File: src/design/ac_pkg.sv
`timescale 1ns / 1ps
// ----------------------------------------------------------------------------
// ac_pkg
// Shared constants, codes and controller/datapath interface types for the
// multi-pattern byte matcher.
// ----------------------------------------------------------------------------
package ac_pkg;

    localparam int NODES     = 256;
    localparam int NODE_W    = 8;
    localparam int NCOUNT_W  = 9;
    localparam int SYM_W     = 8;
    localparam int GOTO_AW   = NODE_W + SYM_W;
    localparam int GOTO_D    = NODES * 256;
    localparam int MASK_W    = 16;
    localparam int PATTERNS  = 16;
    localparam int PCOUNT_W  = 5;
    localparam int PAT_IDX_W = 4;
    localparam int ACT_W     = 3;
    localparam int STAT_W    = 2;

    localparam logic [ACT_W-1:0] ACT_PATTERN = 3'd0;
    localparam logic [ACT_W-1:0] ACT_BUILD   = 3'd1;
    localparam logic [ACT_W-1:0] ACT_TEXT    = 3'd2;
    localparam logic [ACT_W-1:0] ACT_CLEAR   = 3'd3;
    localparam logic [ACT_W-1:0] ACT_RESTART = 3'd4;

    localparam logic [STAT_W-1:0] STAT_OK        = 2'd0;
    localparam logic [STAT_W-1:0] STAT_NODE_OVF  = 2'd1;
    localparam logic [STAT_W-1:0] STAT_PAT_OVF   = 2'd2;
    localparam logic [STAT_W-1:0] STAT_NOT_BUILT = 2'd3;

    typedef enum logic [5:0] {
        OP_NONE,
        OP_CLR_START,
        OP_SWEEP,
        OP_LD_BEGIN,
        OP_LD_ADV,
        OP_LD_OVF,
        OP_ALLOC_START,
        OP_LD_LINK,
        OP_LD_FINISH,
        OP_NM_READ,
        OP_LD_MARK,
        OP_BLD_START,
        OP_Q_READ,
        OP_BLD_NOW,
        OP_BLD_FNOW,
        OP_BLD_RD,
        OP_BLD_NEXTC,
        OP_BLD_CHILD_ROOT,
        OP_BLD_CHILD,
        OP_BLD_WRD,
        OP_BLD_WFAIL,
        OP_BLD_WF,
        OP_BLD_TGT,
        OP_BLD_SET,
        OP_BLD_NMT,
        OP_BLD_NMC,
        OP_BLD_DONE,
        OP_TX_ZERO,
        OP_TX_RD,
        OP_TX_FRD,
        OP_TX_F,
        OP_TX_GO,
        OP_TX_M,
        OP_RESTART
    } op_t;

    typedef struct packed {
        op_t               op;
        logic              capture;
        logic              emit;
        logic              use_match;
        logic              use_lstat;
        logic [STAT_W-1:0] status;
    } ac_cmd_t;

    typedef struct packed {
        logic [ACT_W-1:0] action;
        logic             sym_zero;
        logic             eop;
        logic             built;
        logic             load_error;
        logic             node_full;
        logic             pat_full;
        logic             edge_zero;
        logic             cur_zero;
        logic             f_zero;
        logic             now_zero;
        logic             queue_empty;
        logic             c_last;
        logic             sweep_last;
    } ac_stat_t;

endpackage

File: src/design/ac_ctrl.sv
`timescale 1ns / 1ps
// ----------------------------------------------------------------------------
// ac_ctrl
// Sequencer for loading, building, clearing and text walking; issues one
// datapath command per cycle.
// ----------------------------------------------------------------------------
module ac_ctrl (
    input  logic             clk,
    input  logic             rst_n,
    input  logic             start,
    input  ac_pkg::ac_stat_t stat,
    output ac_pkg::ac_cmd_t  cmd,
    output logic             busy
);

    import ac_pkg::*;

    typedef enum logic [4:0] {
        S_INIT,
        S_IDLE,
        S_DECODE,
        S_CLR,
        S_LD_CHK,
        S_LD_SWEEP,
        S_LD_LINK,
        S_LD_END,
        S_LD_MARK,
        S_BLD_POP,
        S_BLD_NOW,
        S_BLD_FNOW,
        S_BLD_RD,
        S_BLD_CHILD,
        S_BLD_WRD,
        S_BLD_WCHK,
        S_BLD_WF,
        S_BLD_SET,
        S_BLD_NMT,
        S_BLD_NMC,
        S_TX_CHK,
        S_TX_F,
        S_TX_M
    } state_t;

    state_t state_reg, state_next;
    logic   busy_reg, busy_next;

    always_comb
    begin
        state_next    = state_reg;
        cmd.op        = OP_NONE;
        cmd.capture   = 1'b0;
        cmd.emit      = 1'b0;
        cmd.use_match = 1'b0;
        cmd.use_lstat = 1'b0;
        cmd.status    = STAT_OK;

        case (state_reg)
            S_INIT:
            begin
                cmd.op = OP_SWEEP;
                if (stat.sweep_last)
                begin
                    state_next = S_IDLE;
                end
            end
            S_IDLE:
            begin
                if (start && !busy_reg)
                begin
                    cmd.capture = 1'b1;
                    state_next  = S_DECODE;
                end
            end
            S_DECODE:
            begin
                state_next = S_IDLE;
                case (stat.action)
                    ACT_PATTERN:
                    begin
                        if (stat.sym_zero)
                        begin
                            cmd.emit = 1'b1;
                        end
                        else
                        begin
                            cmd.op     = OP_LD_BEGIN;
                            state_next = stat.load_error ? S_LD_END : S_LD_CHK;
                        end
                    end
                    ACT_BUILD:
                    begin
                        cmd.op     = OP_BLD_START;
                        state_next = S_BLD_POP;
                    end
                    ACT_TEXT:
                    begin
                        if (!stat.built)
                        begin
                            cmd.emit   = 1'b1;
                            cmd.status = STAT_NOT_BUILT;
                        end
                        else if (stat.sym_zero)
                        begin
                            cmd.op   = OP_TX_ZERO;
                            cmd.emit = 1'b1;
                        end
                        else
                        begin
                            cmd.op     = OP_TX_RD;
                            state_next = S_TX_CHK;
                        end
                    end
                    ACT_CLEAR:
                    begin
                        cmd.op     = OP_CLR_START;
                        state_next = S_CLR;
                    end
                    ACT_RESTART:
                    begin
                        cmd.op   = OP_RESTART;
                        cmd.emit = 1'b1;
                    end
                    default:
                    begin
                        cmd.emit = 1'b1;
                    end
                endcase
            end
            S_CLR:
            begin
                cmd.op = OP_SWEEP;
                if (stat.sweep_last)
                begin
                    cmd.emit   = 1'b1;
                    state_next = S_IDLE;
                end
            end
            S_LD_CHK:
            begin
                state_next = S_LD_END;
                if (!stat.edge_zero)
                begin
                    cmd.op = OP_LD_ADV;
                end
                else if (stat.node_full)
                begin
                    cmd.op = OP_LD_OVF;
                end
                else
                begin
                    cmd.op     = OP_ALLOC_START;
                    state_next = S_LD_SWEEP;
                end
            end
            S_LD_SWEEP:
            begin
                cmd.op = OP_SWEEP;
                if (stat.sweep_last)
                begin
                    state_next = S_LD_LINK;
                end
            end
            S_LD_LINK:
            begin
                cmd.op     = OP_LD_LINK;
                state_next = S_LD_END;
            end
            S_LD_END:
            begin
                state_next = S_IDLE;
                if (!stat.eop)
                begin
                    cmd.emit      = 1'b1;
                    cmd.use_lstat = 1'b1;
                end
                else if (stat.load_error)
                begin
                    cmd.op        = OP_LD_FINISH;
                    cmd.emit      = 1'b1;
                    cmd.use_lstat = 1'b1;
                end
                else if (stat.pat_full)
                begin
                    cmd.op     = OP_LD_FINISH;
                    cmd.emit   = 1'b1;
                    cmd.status = STAT_PAT_OVF;
                end
                else
                begin
                    cmd.op     = OP_NM_READ;
                    state_next = S_LD_MARK;
                end
            end
            S_LD_MARK:
            begin
                cmd.op        = OP_LD_MARK;
                cmd.emit      = 1'b1;
                cmd.use_lstat = 1'b1;
                state_next    = S_IDLE;
            end
            S_BLD_POP:
            begin
                if (stat.queue_empty)
                begin
                    cmd.op     = OP_BLD_DONE;
                    cmd.emit   = 1'b1;
                    state_next = S_IDLE;
                end
                else
                begin
                    cmd.op     = OP_Q_READ;
                    state_next = S_BLD_NOW;
                end
            end
            S_BLD_NOW:
            begin
                cmd.op     = OP_BLD_NOW;
                state_next = S_BLD_FNOW;
            end
            S_BLD_FNOW:
            begin
                cmd.op     = OP_BLD_FNOW;
                state_next = S_BLD_RD;
            end
            S_BLD_RD:
            begin
                cmd.op     = OP_BLD_RD;
                state_next = S_BLD_CHILD;
            end
            S_BLD_CHILD:
            begin
                if (stat.edge_zero)
                begin
                    cmd.op     = OP_BLD_NEXTC;
                    state_next = stat.c_last ? S_BLD_POP : S_BLD_RD;
                end
                else if (stat.now_zero)
                begin
                    cmd.op     = OP_BLD_CHILD_ROOT;
                    state_next = S_BLD_SET;
                end
                else
                begin
                    cmd.op     = OP_BLD_CHILD;
                    state_next = S_BLD_WRD;
                end
            end
            S_BLD_WRD:
            begin
                cmd.op     = OP_BLD_WRD;
                state_next = S_BLD_WCHK;
            end
            S_BLD_WCHK:
            begin
                if (stat.edge_zero && !stat.f_zero)
                begin
                    cmd.op     = OP_BLD_WFAIL;
                    state_next = S_BLD_WF;
                end
                else
                begin
                    cmd.op     = OP_BLD_TGT;
                    state_next = S_BLD_SET;
                end
            end
            S_BLD_WF:
            begin
                cmd.op     = OP_BLD_WF;
                state_next = S_BLD_WRD;
            end
            S_BLD_SET:
            begin
                cmd.op     = OP_BLD_SET;
                state_next = S_BLD_NMT;
            end
            S_BLD_NMT:
            begin
                cmd.op     = OP_BLD_NMT;
                state_next = S_BLD_NMC;
            end
            S_BLD_NMC:
            begin
                cmd.op     = OP_BLD_NMC;
                state_next = stat.c_last ? S_BLD_POP : S_BLD_RD;
            end
            S_TX_CHK:
            begin
                if (stat.edge_zero && !stat.cur_zero)
                begin
                    cmd.op     = OP_TX_FRD;
                    state_next = S_TX_F;
                end
                else
                begin
                    cmd.op     = OP_TX_GO;
                    state_next = S_TX_M;
                end
            end
            S_TX_F:
            begin
                cmd.op     = OP_TX_F;
                state_next = S_TX_CHK;
            end
            S_TX_M:
            begin
                cmd.op        = OP_TX_M;
                cmd.emit      = 1'b1;
                cmd.use_match = 1'b1;
                state_next    = S_IDLE;
            end
            default:
            begin
                state_next = S_IDLE;
            end
        endcase

        busy_next = (state_next != S_IDLE);
    end

    always_ff @(posedge clk or negedge rst_n)
    begin
        if (!rst_n)
        begin
            state_reg <= S_INIT;
            busy_reg  <= 1'b1;
        end
        else
        begin
            state_reg <= state_next;
            busy_reg  <= busy_next;
        end
    end

    assign busy = busy_reg;

endmodule

File: config.mk
export PLATFORM = sky130hd
export DESIGN_NAME = ac_ctrl
export DESIGN_NICKNAME = d
export VERILOG_FILES = /design/src/design/ac_pkg.sv /design/src/design/ac_ctrl.sv
export SDC_FILE = /design/constraint.sdc
export NUM_CORES = 1
export LEC_CHECK = 0
export BUFFER_PORTS_ARGS = -buffer_cell sky130_fd_sc_hd__buf_4
export CORE_UTILIZATION = 58
export DETAILED_ROUTE_END_ITERATION = 8
export MAX_ROUTING_LAYER = met4
export PLACE_DENSITY = 0.86
export SLEW_MARGIN = 20
export SYNTH_ARGS = -nofsm -noshare
export SYNTH_HDL_FRONTEND = slang
export SYNTH_SLANG_ARGS = --single-unit
File: constraint.sdc
create_clock -name clk -period 4.27 [get_ports clk]
set_input_delay 0.2135 -clock clk [delete_from_list [all_inputs] [get_ports clk]]
set_output_delay 0.2135 -clock clk [all_outputs]
set_load 0.03 [all_outputs]
* Word level (Yosys, flattened, before mapping)
Cells that the tools add are included.
Cells by class: eq/ne operators 27, mux-type cells 56, reduce and logical (&&, ||, !) cells 12
Operator list (count):
- case mux 6 bit (20 select lines) | 1
- case mux 5 bit (20 select lines) | 1
- equality test 5 x 4 -> 1 bit (second input constant) | 8
- two-way mux 5 bit | 8
- equality test 5 bit (second input constant) | 7
- two-way mux 2 bit | 16
- case mux 6 bit (5 select lines) | 1
- equality test 5 x 3 -> 1 bit (second input constant) | 4
- case mux 5 bit (4 select lines) | 1
- two-way mux 6 bit | 3
- two-way mux 4 bit | 4
- two-way mux 1 bit | 14
- equality test 5 x 2 -> 1 bit (second input constant) | 2
- two-way mux 3 bit | 3
- equality test 3 x 2 -> 1 bit (second input constant) | 2
- OR reduction 2 bit | 3
- equality test 5 x 1 -> 1 bit (second input constant) | 1
- zero test 5 bit | 1
- inequality test 5 x 1 -> 1 bit (second input constant) | 1
- case mux 1 bit (5 select lines) | 1
- case mux 2 bit (2 select lines) | 1
- equality test 3 x 1 -> 1 bit (second input constant) | 1
- equality test 3 bit (second input constant) | 1
- logical AND 1 bit | 3
- other kinds (5) | 7
Word-level totals: flip-flop bits (word level) 6, output and inout bits 13

* Depth between registers and ports, before layout
Gate-level depths: netlist of run 1.
depth in word-level cells 5, mapped depth 8

* Worst setup path before layout of run 1
No wires, ideal clock.
path type register to output, from register state_reg[3], to output cmd[5] (netlist name), arrival time 1880 ps, required time 4056 ps, setup slack 2177 ps, cell stages (with the launch flop) 3, path buffers 0, path through dfrtp_1 or3_4 nor4b_1
RTL lines:
- start, declared | RTL line ac_ctrl.sv:44 | state_t state_reg, state_next;
- start signal, assigned | RTL line ac_ctrl.sv:329 | state_reg <= state_next;
- end, declared | RTL line ac_ctrl.sv:12 | output ac_pkg::ac_cmd_t cmd,

==> impl_metrics.tcl, run 1 <==
set metrics [dict create \
    synth_edf_count 0 \
    dpl.hpwl_microns 3010 \
    num_rows 16 \
    relSlewSlack 0.340 \
    power.density_mw_per_mm2 512 \
    fin_hold_ws_ps 297 \
    seqPwrFrac 0.265 \
    overflow 0 \
    synth_top_area_frac 0.0959 \
    yosysWarnings 0 \
    cp-end-kind "primary output" \
    status "completed" \
    syn_inst 187 \
    drc 0 \
    criticalPathCategory "flop to primary output" \
    drive_gt1_frac 0.240 \
    numCtsBuffers 3 \
    wl_per_cell_microns 17.0 \
    seq_area_frac_synth 0.116 \
    drtIter0Drc 91 \
    switching_share 0.560 \
    finClkSkew_ps 15.0 \
    tightest_slew_ps 990 \
    die_x_microns 49.4 \
    synth_top_cell_by_area "dfrtp_1" \
    ys_top_cells_by_area "dfrtp_1 (9.6%), a21oi_1 (7.3%), nor2_1 (5.5%), o21ai_0 (5.0%), nor2b_1 (4.8%)" \
    slew_violations 0 \
    start_util 0.639 \
    crit_buf_inv 1 \
    die_area_sq_mm 0.00244 \
    layout.nets 228 \
    ir_worst_vdd_mv 0.515 \
    area_delta_synth_final_pct 14.9 \
    critical_path.cell_chain "or3_4 -> nor3_2 -> and3_1 -> a31o_2 -> buf_4" \
    antennaDiodeCount 0 \
    worstPathRequired_ps 4060 \
    combPwrFrac 0.660 \
    cap_viol_max_count 0 \
    multi_input_area_sq_mm 0.00101 \
    syn_area_per_cell_sq_um 6.98 \
    htreeDepth 1 \
    seq_area_sq_um 151 \
    synth_cell_type_count 56 \
    switchingPower_uw 430 \
    rsz0062_at_grt "no" \
    p_int_uw 338 \
    cts_root_buffer "clkbuf_4" \
    core-area_sq_mm 0.00204 \
    ant_nets 0 \
    ctsResizeCount 0 \
    io_buffers 31 \
    grt_pass1_wl_microns 6650 \
    slowest_stage "dfrtp_1" \
    setup_viol 0 \
    hold_viol_final 0 \
    ios 32 \
    synth_nets 206 \
    viasPerCell 6.74 \
    clk_path_buf_depth 2 \
    ys_ff_latch 6 \
    path_delay_family "simple AND/OR/NAND/NOR gates" \
    grt_util_all_layers 0.357 \
    largest_reg_flops 5 \
    grt_max_degree 33 \
    fmax_ghz 0.385 \
    clk_latency_ps 250 \
    cts_setup_buffers 0 \
    slowest_delay_ps 740 \
    syn_area_sq_mm 0.00131 \
    startpoint_type "flop" \
    antenna_found_initial 0 \
    n_fill_cell 176 \
    leakagePower_uw 0.000627 \
    clkSinkCount 6 \
    critPathMaxFanout 32 \
    grt_pass1_vias 1471 \
    worst_ep_arrival_time_ps 2390 \
    ys_async_sr_fraction 1.00 \
    num_vias 1584 \
    die_h_microns 49.4 \
    power.share.clock 0.075 \
    routed_wl_microns 4000 \
    path_clk_slew_ps 50 \
    tns_ps 0 \
    ys.flop_type "dfrtp_1" \
    cts_tree "done" \
    hold_path_class "primary input to asynchronous set/reset pin" \
    firstDrtPassIters 5 \
    period_share 0.609 \
    layout_min_cycle_time_ps 2600 \
    routabilityCongestion 0.999 \
    synth_common_cells "a21oi_1 (19), nor2_1 (19), nand2_1 (13), o21ai_0 (13), nor2b_1 (10)" \
]
## layout by cell type (no fill, tap or decap), drive strengths merged, types with 3 or more instances in the layout
| master | instances |
|---|---|
| a21oi | 19 |
| a31oi | 4 |
| a32oi | 4 |
| buf | 31 |
| clkbuf | 4 |
| dfrtp | 5 |
| inv | 9 |
| nand2 | 14 |
| nand2b | 7 |
| nand3 | 6 |
| nand3b | 4 |
| nand4 | 4 |
| nor2 | 19 |
| nor2b | 10 |
| nor3 | 5 |
| nor3b | 3 |
| o2111ai | 3 |
| o21a | 3 |
| o21ai | 15 |
## power by group through the flow
stage               logic, uW  clock network, uW  registers (uW)
floorplan                 480                  0             109
global placement          493                  0             195
detailed placement        497                  0             198
CTS                       500               57.8             198
global route              550               62.2             212
finish                    507               57.6             203
## worst reg2reg max path, delay by kind of cell, from the launching register on
family | cells | cell delay, ps
simple gates | 4 | 740
compound gates | 2 | 420
flops | 1 | 910
## per-stage QoR
stage                util  setup slack [ps]  instance area [sq um]  power, uW  instances
detailed placement  0.716              1980                   1460        695        230
global placement    0.716              2020                   1460        688        230
finish              0.734              1670                   1500        767        235
global route        0.734              1550                   1500        824        235
floorplan               -              2180                   1310        590        187
CTS                 0.734              1710                   1500        755        235
## final timing paths
path | from | endpoint | slack (ps) | depth (start not counted)
setup / recovery | state_reg[2] | cmd[1] | 1670 | 5
hold / removal | rst_n | state_reg[4] | 300 | 2
setup reg to reg | state_reg[4] | busy | 2110 | 6
hold reg to reg | busy | state_reg[0] | 920 | 4
max in group asynchronous | rst_n | busy | 3760 | 2
min in group clk | stat[13] | state_reg[3] | 360 | 3
## routing by layer
| metal | GRT usage | routed length (microns) | vias to the layer above |
|---|---|---|---|
| met5 | - | 0 | - |
| met4 | 0.100 | 78 | 0 |
| met3 | 0.0623 | 439 | 17 |
| met2 | 0.582 | 1880 | 108 |
| met1 | 0.449 | 1600 | 713 |
| li1 | - | - | 746 |
## cell families (layout without fill, tap and decap cells)
logic type             after synthesis  in the layout  synth area share
AO/OA/AOI/OAI                       65             65             0.326
XOR/XNOR                             1              1           0.00671
buffers and inverters               24             45             0.109
flip-flops                           6              6             0.116
multiplexers                         1              1           0.00863
AND/OR/NAND/NOR                     90             90             0.433
## cell type report
class / instances / share of cell area
clock buffers: 4 / 0.0175
repair buffers: 32 / 0.162
multi-input cells: 157 / 0.674
flip-flops and latches: 6 / 0.101
inverters: 9 / 0.0225
well taps: 27 / 0.0225
## repair_timing
action	CTS	global route
setup endpoints to repair	0	0
endpoints found under the hold margin	6	0
hold buffers	1	0
(Power assumes the default switching activity.)
==> run 2, diff against run 1 <==
--- a/config.mk
+++ b/config.mk
@@ -6,10 +6,10 @@
 export NUM_CORES = 1
 export LEC_CHECK = 0
 export BUFFER_PORTS_ARGS = -buffer_cell sky130_fd_sc_hd__buf_4
-export CORE_UTILIZATION = 58
+export CORE_UTILIZATION = 54
 export DETAILED_ROUTE_END_ITERATION = 8
 export MAX_ROUTING_LAYER = met4
-export PLACE_DENSITY = 0.86
+export PLACE_DENSITY = 0.81
 export SLEW_MARGIN = 20
 export SYNTH_ARGS = -nofsm -noshare
 export SYNTH_HDL_FRONTEND = slang
==> constraint.sdc (replaced) <==
create_clock -name clk -period 2.69 [get_ports clk]
set_input_delay 0.1345 -clock clk [delete_from_list [all_inputs] [get_ports clk]]
set_output_delay 0.1345 -clock clk [all_outputs]
set_load 0.03 [all_outputs]
==> impl_metrics.tcl, run 2 (synthesis gave the netlist of run 1 again) <==
set metrics [dict create \
    drive_gt1_frac 0.251 \
    fin_hold_ws_ps 238 \
    layout_min_cycle_time_ps 2430 \
    cp-end-kind "primary output" \
    die_h_microns 51.2 \
    hold_path_class "primary input to asynchronous set/reset pin" \
    core-area_sq_mm 0.00225 \
    die_x_microns 51.2 \
    grt_util_all_layers 0.328 \
    area_delta_synth_final_pct 16.7 \
    grt_pass1_wl_microns 6390 \
    critical_path.cell_chain "and2b_4 -> nand3_1 -> a21oi_1 -> o21a_1 -> a31oi_1 -> o2111ai_1 -> buf_4" \
    overflow 0 \
    critPathMaxFanout 29 \
    viasPerCell 6.75 \
    slew_violations 0 \
    cts_tree "done" \
    period_share 0.902 \
    ant_nets 0 \
    antenna_found_initial 0 \
    instances_no_fill 239 \
    fmax_ghz 0.412 \
    largest_reg_flops 5 \
    seqPwrFrac 0.216 \
    setup_viol 0 \
    layout.nets 231 \
    status "completed" \
    num_rows 17 \
    switching_share 0.554 \
    io_buffers 31 \
    startpoint_type "flop" \
    worst_ep_arrival_time_ps 2290 \
    htreeDepth 1 \
    slowest_stage "dfrtp_1" \
    clk_latency_ps 240 \
    p_int_uw 554 \
    rsz0062_at_grt "no" \
    power.share.clock 0.070 \
    drc 0 \
    drtIter0Drc 108 \
    hold_viol_final 0 \
    num_vias 1613 \
    ios 32 \
    die_area_sq_mm 0.00262 \
    firstDrtPassIters 5 \
    path_delay_family "flip-flops" \
    relSlewSlack 0.416 \
    clkSinkCount 6 \
    worstPathRequired_ps 2560 \
    ir_worst_vdd_mv 0.884 \
    path_clk_slew_ps 50 \
    tns_ps 0 \
    slowest_delay_ps 910 \
    cap_viol_max_count 0 \
    criticalPathCategory "flop to primary output" \
    dpl.hpwl_microns 3050 \
    combPwrFrac 0.714 \
    switchingPower_uw 687 \
    routed_wl_microns 3960 \
    power.density_mw_per_mm2 815 \
    finClkSkew_ps 4.07 \
    start_util 0.579 \
    numCtsBuffers 3 \
    layout_common_cells "buf_4 (34), nor2_1 (19), a21oi_1 (19)" \
    grt_pass1_vias 1386 \
    crit_buf_inv 1 \
    post-place-ws_ps 569 \
    wl_per_cell_microns 16.6 \
    final_common_cell "buf_4" \
    dpl_cell_area_sq_mm 0.00149 \
    place_inst 234 \
    worst_slack_ps 264 \
    cts_root_buffer "clkbuf_4" \
    clk_path_buf_depth 2 \
    antennaDiodeCount 0 \
    postLayoutCellArea_sq_mm 0.00152 \
    routabilityCongestion 0.972 \
    tightest_slew_ps 877 \
    leakagePower_uw 0.000643 \
    grt_max_degree 30 \
]
[run 2: per-layer routing]
metal / global-route usage / share of wire / vias to the layer above
met5: - / 0 / -
met4: 0.102 / 0.016 / 0
met3: 0.0149 / 0.093 / 11
met2: 0.539 / 0.49 / 114
met1: 0.431 / 0.40 / 733
li1: - / - / 755
[run 2: worst reg2reg max path, delay by kind of cell, from the launching register on]
kind          cells  cell delay [ps]
simple gates      6             1140
flops             1              910
[run 2: timing repair]
action | 4_1_cts | 5_1_grt
setup buffers | 0 | 0
endpoints found under the hold margin | 6 | 0
hold buffers | 1 | 0
resized for setup | 0 | 0
[run 2: through the flow]
step / power [uW] / utilization
after floorplan: 936 / -
after global placement: 1110 / 0.659
after detailed placement: 1130 / 0.659
after CTS: 1230 / 0.675
after global routing: 1330 / 0.675
final: 1240 / 0.675
[run 2: area by class of cell]
class,instances,area [sq um]
timing repair buffer,35,265
multi-input combinational,157,1010
fill,212,732
sequential,6,151
inverter,9,33.8
clock buffer,4,26.3
tap,28,35.0
[run 2: worst paths after layout]
path                                   start  slack (ps)  cells past startpoint      endpoint
min in group clk                    stat[13]         280                      3  state_reg[3]
worst min register to register          busy         820                      4  state_reg[0]
worst max register to register  state_reg[1]         580                      6          busy
worst max-delay path            state_reg[1]         260                      7        cmd[7]
max in group asynchronous              rst_n        2250                      2          busy
worst min-delay path                   rst_n         240                      2  state_reg[2]
[run 2: power by group through the flow]
stage               combinational, uW  sequential, uW  clock, uW
floorplan                         763             173          0
CTS                               873             263       90.3
global placement                  852             260          0
finish                            887             268       86.6
detailed placement                871             264          0
global route                      957             279       96.5
